<file path="config.mk">
export PLATFORM = sky130hd
export DESIGN_NAME = serial_status_frame_receiver
export DESIGN_NICKNAME = d
export VERILOG_FILES = /design/src/hdl/sfr_pkg.sv /design/src/hdl/sfr_core.sv /design/src/hdl/serial_status_frame_receiver.sv
export SDC_FILE = /design/constraint.sdc
export NUM_CORES = 1
export LEC_CHECK = 0
export ABC_AREA = 1
export BUFFER_PORTS_ARGS = -buffer_cell sky130_fd_sc_hd__buf_4
export CELL_PAD_IN_SITES_DETAIL_PLACEMENT = 0
export CELL_PAD_IN_SITES_GLOBAL_PLACEMENT = 1
export CORE_ASPECT_RATIO = 0.9
export CORE_MARGIN = 5
export CORE_UTILIZATION = 45
export CTS_CLUSTER_SIZE = 24
export DETAILED_ROUTE_END_ITERATION = 16
export GPL_TIMING_DRIVEN = 0
export PLACE_DENSITY_LB_ADDON = 0.1
export RECOVER_POWER = 50
export SYNTH_ARGS = -nofsm -noshare
export SYNTH_HDL_FRONTEND = slang
export SYNTH_SLANG_ARGS = --single-unit
</file>
<file path="constraint.sdc">
create_clock -name clk -period 3.2 [get_ports clk]
set_clock_uncertainty 0.1 [all_clocks]
set_input_delay 0 -clock clk [delete_from_list [all_inputs] [get_ports clk]]
set_output_delay 0 -clock clk [all_outputs]
set_load 0.01 [all_outputs]
</file>
<file path="src/hdl/sfr_pkg.sv">
// types and constants of the serial status frame receiver
`timescale 1ns / 1ps
`default_nettype none

package sfr_pkg;

    // kind of input item
    localparam logic CMD_BYTE = 1'b0;
    localparam logic CMD_TICK = 1'b1;

    // configuration register indexes
    localparam logic CFG_START_BYTE = 1'b0;
    localparam logic CFG_TIMEOUT    = 1'b1;

    localparam logic [7:0]  START_BYTE_RESET = 8'd170;
    localparam logic [15:0] TIMEOUT_RESET    = 16'd100;
    localparam logic [15:0] IDLE_MAX         = 16'hFFFF;

    // frame event codes
    typedef enum logic [1:0] {
        EV_NONE     = 2'd0,
        EV_GOOD     = 2'd1,
        EV_MISMATCH = 2'd2
    } sfr_event_t;

    // position inside a frame
    typedef enum logic [2:0] {
        POS_HUNT  = 3'd0,
        POS_D0    = 3'd1,
        POS_D1    = 3'd2,
        POS_D2    = 3'd3,
        POS_CHECK = 3'd4
    } sfr_pos_t;

    typedef struct packed {
        logic [7:0]  start_byte;
        logic [15:0] timeout_ticks;
    } sfr_cfg_t;

    typedef struct packed {
        logic signed [15:0] speed_value;
        logic [7:0]         fault_value;
        logic               link_ok;
        sfr_event_t         frame_event;
    } sfr_result_t;

endpackage

`default_nettype wire

</file>
<file path="src/hdl/sfr_core.sv">
// frame parser and link supervisor of the serial status frame receiver
`timescale 1ns / 1ps
`default_nettype none

module sfr_core
    import sfr_pkg::*;
(
    input  wire logic        clk,
    input  wire logic        rst_n,
    input  wire logic        take,
    input  wire logic        cmd,
    input  wire logic [7:0]  rx_byte,
    input  wire sfr_cfg_t    cfg,
    output sfr_result_t      result
);

    sfr_pos_t           pos_reg, pos_next;
    logic [7:0]         store_reg [0:2];
    logic [7:0]         store_next [0:2];
    logic [7:0]         xor_reg, xor_next;
    logic signed [15:0] speed_reg, speed_next;
    logic [7:0]         fault_reg, fault_next;
    logic               link_reg, link_next;
    logic [15:0]        idle_reg, idle_next;
    logic [15:0]        idle_tick;
    sfr_event_t         event_next;

    always_ff @(posedge clk or negedge rst_n)
    begin
        if (!rst_n)
        begin
            pos_reg   <= POS_HUNT;
            xor_reg   <= 8'd0;
            speed_reg <= 16'sd0;
            fault_reg <= 8'd0;
            link_reg  <= 1'b0;
            idle_reg  <= 16'd0;
        end
        else if (take)
        begin
            pos_reg   <= pos_next;
            xor_reg   <= xor_next;
            speed_reg <= speed_next;
            fault_reg <= fault_next;
            link_reg  <= link_next;
            idle_reg  <= idle_next;
        end
    end

    // frame bytes are always written before they are read
    always_ff @(posedge clk)
    begin
        if (take)
        begin
            store_reg[0] <= store_next[0];
            store_reg[1] <= store_next[1];
            store_reg[2] <= store_next[2];
        end
    end

    assign idle_tick = (idle_reg == IDLE_MAX) ? idle_reg : idle_reg + 16'd1;

    always_comb
    begin
        pos_next      = pos_reg;
        store_next[0] = store_reg[0];
        store_next[1] = store_reg[1];
        store_next[2] = store_reg[2];
        xor_next      = xor_reg;
        speed_next    = speed_reg;
        fault_next    = fault_reg;
        link_next     = link_reg;
        idle_next     = idle_reg;
        event_next    = EV_NONE;
        if (cmd == CMD_BYTE)
        begin
            unique case (pos_reg)
                POS_HUNT:
                begin
                    if (rx_byte == cfg.start_byte)
                    begin
                        pos_next = POS_D0;
                        xor_next = 8'd0;
                    end
                end
                POS_D0:
                begin
                    store_next[0] = rx_byte;
                    xor_next      = xor_reg ^ rx_byte;
                    pos_next      = POS_D1;
                end
                POS_D1:
                begin
                    store_next[1] = rx_byte;
                    xor_next      = xor_reg ^ rx_byte;
                    pos_next      = POS_D2;
                end
                POS_D2:
                begin
                    store_next[2] = rx_byte;
                    xor_next      = xor_reg ^ rx_byte;
                    pos_next      = POS_CHECK;
                end
                POS_CHECK:
                begin
                    if (rx_byte == xor_reg)
                    begin
                        speed_next = $signed({store_reg[0], store_reg[1]});
                        fault_next = store_reg[2];
                        idle_next  = 16'd0;
                        link_next  = 1'b1;
                        event_next = EV_GOOD;
                    end
                    else
                    begin
                        event_next = EV_MISMATCH;
                    end
                    pos_next = POS_HUNT;
                end
                default:
                begin
                    pos_next = POS_HUNT;
                end
            endcase
        end
        else
        begin
            // compare after the saturating increment
            idle_next = idle_tick;
            if (idle_tick > cfg.timeout_ticks)
            begin
                link_next = 1'b0;
            end
        end
    end

    assign result.speed_value = speed_next;
    assign result.fault_value = fault_next;
    assign result.link_ok     = link_next;
    assign result.frame_event = event_next;

endmodule

`default_nettype wire

</file>
<file path="src/hdl/serial_status_frame_receiver.sv">
// top level of the serial status frame receiver
`timescale 1ns / 1ps
`default_nettype none

// serial status frame receiver: takes one item per cycle on the slave stream, either a
// received byte (s_tuser low, byte in s_tdata) or one timer tick (s_tuser high). bytes are
// parsed as start byte, three data bytes and a checksum byte; a frame whose checksum equals
// the xor of its data bytes latches a signed big-endian speed and a fault byte, clears the
// idle tick count and raises link_ok. ticks advance a saturating idle count and link_ok
// falls once it exceeds timeout_ticks. every item gives exactly one result item in the
// cycle after it is accepted; the update is one pass of logic from the frame state to the
// output register. s_tready is low only while a result sits in the output register and
// m_tready is low. the user must write start_byte and timeout_ticks on the cfg port only
// while the stream is idle (not enforced by the block); they take effect on the next item.

module serial_status_frame_receiver
    import sfr_pkg::*;
(
    input  wire logic        clk,
    input  wire logic        rst_n,
    // configuration write port
    input  wire logic        cfg_we,
    input  wire logic        cfg_index,
    input  wire logic [15:0] cfg_wdata,
    // input items
    input  wire logic        s_tvalid,
    output logic             s_tready,
    input  wire logic [7:0]  s_tdata,   // rx_byte[7:0]
    input  wire logic        s_tuser,   // cmd
    // result items
    output logic             m_tvalid,
    input  wire logic        m_tready,
    output logic [23:0]      m_tdata,   // speed_value[15:0], fault_value[23:16]
    output logic [2:0]       m_tuser    // link_ok[0], frame_event[2:1]
);

    sfr_cfg_t    cfg_reg;
    sfr_result_t result;
    sfr_result_t out_reg;
    logic        m_tvalid_reg;
    logic        take;

    // configuration registers
    always_ff @(posedge clk or negedge rst_n)
    begin
        if (!rst_n)
        begin
            cfg_reg.start_byte    <= START_BYTE_RESET;
            cfg_reg.timeout_ticks <= TIMEOUT_RESET;
        end
        else if (cfg_we)
        begin
            unique case (cfg_index)
                CFG_START_BYTE: cfg_reg.start_byte    <= cfg_wdata[7:0];
                CFG_TIMEOUT:    cfg_reg.timeout_ticks <= cfg_wdata;
                default:        cfg_reg               <= cfg_reg;
            endcase
        end
    end

    // output register doubles as the skid between the two sides
    assign s_tready = !m_tvalid_reg || m_tready;
    assign take     = s_tvalid && s_tready;

    sfr_core u_core (
        .clk     (clk),
        .rst_n   (rst_n),
        .take    (take),
        .cmd     (s_tuser),
        .rx_byte (s_tdata),
        .cfg     (cfg_reg),
        .result  (result)
    );

    always_ff @(posedge clk or negedge rst_n)
    begin
        if (!rst_n)
        begin
            m_tvalid_reg <= 1'b0;
        end
        else if (s_tready)
        begin
            m_tvalid_reg <= s_tvalid;
        end
    end

    // payload needs no reset
    always_ff @(posedge clk)
    begin
        if (take)
        begin
            out_reg <= result;
        end
    end

    assign m_tvalid = m_tvalid_reg;
    assign m_tdata  = {out_reg.fault_value, out_reg.speed_value};
    assign m_tuser  = {out_reg.frame_event, out_reg.link_ok};

endmodule

`default_nettype wire

</file>
==> metrics.md <==
| Metric | Value |
|---|---|
| All-Layer GR Usage | 18.97% |
| Max-cap violation count | 1 |
| Highest fanout seen on the critical path | 10 |
| H-Tree Depth | 4 |
| Routability-driven placement congestion ratio | 0.8248 |
| Die W | 134.9 um |
| EDFF count, synth | 51 |
| CP Launch Type | flip-flop |
| Longest Clk Path Bufs | 2 |
| Pleak | 3.866 nW |
| Failing checks | capacitance limit, slew limit |
| Fin crit share | 83.93% |
| Mapped Area | 0.006319 sq mm |
| Worst Path Required | 3.26 ns |
| Area delta synth->final | 24.49% |
| Synth async-reset ratio | 60.16% |
| Total stage count of the critical path | 17 |
| Top cells by instance count after synthesis | 242 x nand2_1, 90 x inv_1, 70 x dfrtp_1 |
| Worst hold path class | in -> reg |
| Cell repeated most along the worst path | nand2_1 |
| Layout cell share with drive strength beyond 1 | 12.41% |
| Syn_area_per_cell | 8.887 sq um |
| Worst-path clk slew | 0.06 ns |
| Crit path time final | 2.686 ns |
| Nets | 873 |
| Initial Utilization | 45.45% |
| Setup CP Type | reg -> reg |
| CP delay by family, top | simple AND/OR/NAND/NOR gates |
| Clk_lat worst skew | 0.41 ns |
| Grt met2 use | 29.19% |
| Largest area contributor in the netlist | dfrtp_1 |
| Site row count | 41 |
| Via Count | 4932 |
| Grt ovf | 0 |
| Post-synthesis cell type count | 38 |
| Worst hold stages | 5 |
| CP max-delay cell | dfrtp_1 |
| Final setup vio count | 0 |
| DRC errors left | 0 |
| Ranking of synthesized cells by area | dfrtp_1 28%, edfxtp_1 24%, nand2_1 14% |
| Crit path buf inv count | 3 |
| Pre-CTS setup slack | 0.5173 ns |
| Ant diodes | 0 |
| Largest net degree at the start of global routing | 78 |
| Drt total wl | 14510 um |
| Max-slew violations | 78 |
| Hold_ws | 0.02321 ns |
| Actual slew at the worst max-slew pin | 2.011 ns |
| HPWL Detailed | 10120 um |
| Core ar. | 0.01390 sq mm |
| Ys flop type | dfrtp_1 |
| Count leader, synth | nand2_1 |
| I/O pins | 60 |
| Fillers | 1252 |
| Power per Cell Area | 692.2 mW/mm^2 |
| Slew headroom | -34.07% |
| Post-DRT Antenna Nets | 0 |
| Worst setup margin | 0.5143 ns |
| Chip height | 122.4 um |
| DR vias/cell | 4.784 |
| Drt first pass iters | 5 |
| Sequential fraction of the synthesis area | 54.87% |
| VDD IR max | 451.0 uV |
| Maximum clock rate | 372.3 MHz |
| Busiest grt layer | met2 |
| Die Area | 0.01651 sq mm |
| CP Capture Type | flip-flop |
| R2R depth | 17 |
| Final hold viol count | 0 |
| Vias in the first global route | 4936 |
| Clk sinks | 128 |
| Syn Nets | 759 |
| Quantity of I/O buffers inserted on ports | 59 |
| DR iter-0 viols | 311 |
| CTS tree | yes |
| M1 GR Usage | 26.10% |
| CTS Root Cell | clkbuf_16 |
| TNS Setup | 0 ns |
| Yosys warnings | 0 |
| First-pass GRT wire length | 24200 um |
| Status | finished, violations left |
| Register bit count reported by yosys | 128 |
| Initial antenna violation count | 0 |
| Unrepaired setup endpoints after global routing | no |
| Synth top area share | 27.72% |
| CTS buffer count | 17 |
| GR Util met3 | 5.246% |
| Mapped Cells | 711 |
| Slowest stage delay, CP | 0.44 ns |
| Crit path DAT | 2.75 ns |
| WL/cell | 14.08 um |
| CP Cell Sequence | ha_1, nand2_1, inv_2, nand4_2, nor2_2, inv_2, buf_6, nand2_1, ha_1, nand2_1, nor2_1, nand2_1, nand2_1, nand2_1, nand2_1, nand2_1, and2_1 |
-- repair_timing --
action / CTS / global route
hold buffers: 34 / 0
gates resized for setup: 0 / 0
endpoints found under the hold margin: 140 / 0
buffers inserted: 0 / 0
-- stage by stage --
step	utilization (%)	power, mW	instance area [sq um]	cells
final	56.58	5.445	7866	1031
after global routing	56.58	5.804	7866	1031
after CTS	57.55	5.549	8000	1030
after detailed placement	50.48	3.442	7018	964
after global placement	50.37	3.379	7003	963
after floorplan	-	3.051	6319	711
-- per-layer routing --
layer  vias up  share of wire (%)
met5         -                  0
met4         0                1.5
met3        18                4.0
met2        99                 45
met1      2329                 49
li1       2486                  -
-- cells by family after synthesis --
group                      after synthesis  synth area share (%)
and+or+nand+nor                        383                 27.11
DFF                                    128                 54.87
buffers and inverters                  118                 7.822
AOI/OAI and AO/OA                       41                 3.505
xor gates and xnor gates                24                 3.327
adders and majority gates               17                 3.366
-- layout by cell type, fill, tap and decap left out, types with 7 or more instances in the layout --
cell,count
clkbuf_16,21
buf_4,23
a21oi_1,15
dfstp_2,7
nand3b_1,23
nor2_1,43
ha_1,17
nand4_1,12
inv_2,7
inv_1,90
nand3_1,32
dlygate4sd3_1,34
nand2_1,242
xnor2_1,20
dfrtp_1,70
clkbuf_1,48
edfxtp_1,51
o21ai_0,19
-- worst paths after layout --
kind,from,to,slack [ns]
worst max-delay path,u_core.idle_reg[0]$_DFFE_PN0P_,m_tuser[0]$_DFFE_PP_,0.51
min in group asynchronous,rst_n,u_core.idle_reg[14]$_DFFE_PN0P_,0.58
worst max register to register,u_core.idle_reg[0]$_DFFE_PN0P_,m_tuser[0]$_DFFE_PP_,0.51
worst min register to register,u_core.speed_reg[3]$_DFFE_PN0P_,u_core.speed_reg[3]$_DFFE_PN0P_,0.38
max in group asynchronous,rst_n,cfg_reg[16]$_DFFE_PN0P_,1.21
worst min-delay path,s_tvalid,u_core.speed_reg[4]$_DFFE_PN0P_,0.02
-- worst register-to-register path, cell delays in order, from the launching register on --
cell and delay (ns):
dfrtp_1 0.44, ha_1 0.23, nand2_1 0.10, inv_2 0.07, nand4_2 0.12, nor2_2 0.07, inv_2 0.06, buf_6 0.14
nand2_1 0.12, ha_1 0.32, nand2_1 0.08, nor2_1 0.17, nand2_1 0.08, nand2_1 0.06, nand2_1 0.04, nand2_1 0.06
nand2_1 0.06, and2_1 0.13
-- power breakdown --
part / switching, mW / internal (mW) / total (mW)
logic: 0.738 / 0.451 / 1.19
clock network: 0.690 / 1.35 / 2.04
registers: 0.180 / 2.03 / 2.21
total: 1.61 / 3.84 / 5.45
-- area by class of cell --
class	count	area [sq um]	area share, %
buffer	20	127.6	1.622
clock buffer	25	550.5	6.999
clock inverter	7	91.34	1.161
inverter	98	367.9	4.676
multi-input combinational	465	2364	30.05
sequential	128	3467	44.08
tap	193	241.5	3.070
timing repair buffer	95	656.9	8.351
(Power assumes the default switching activity.)
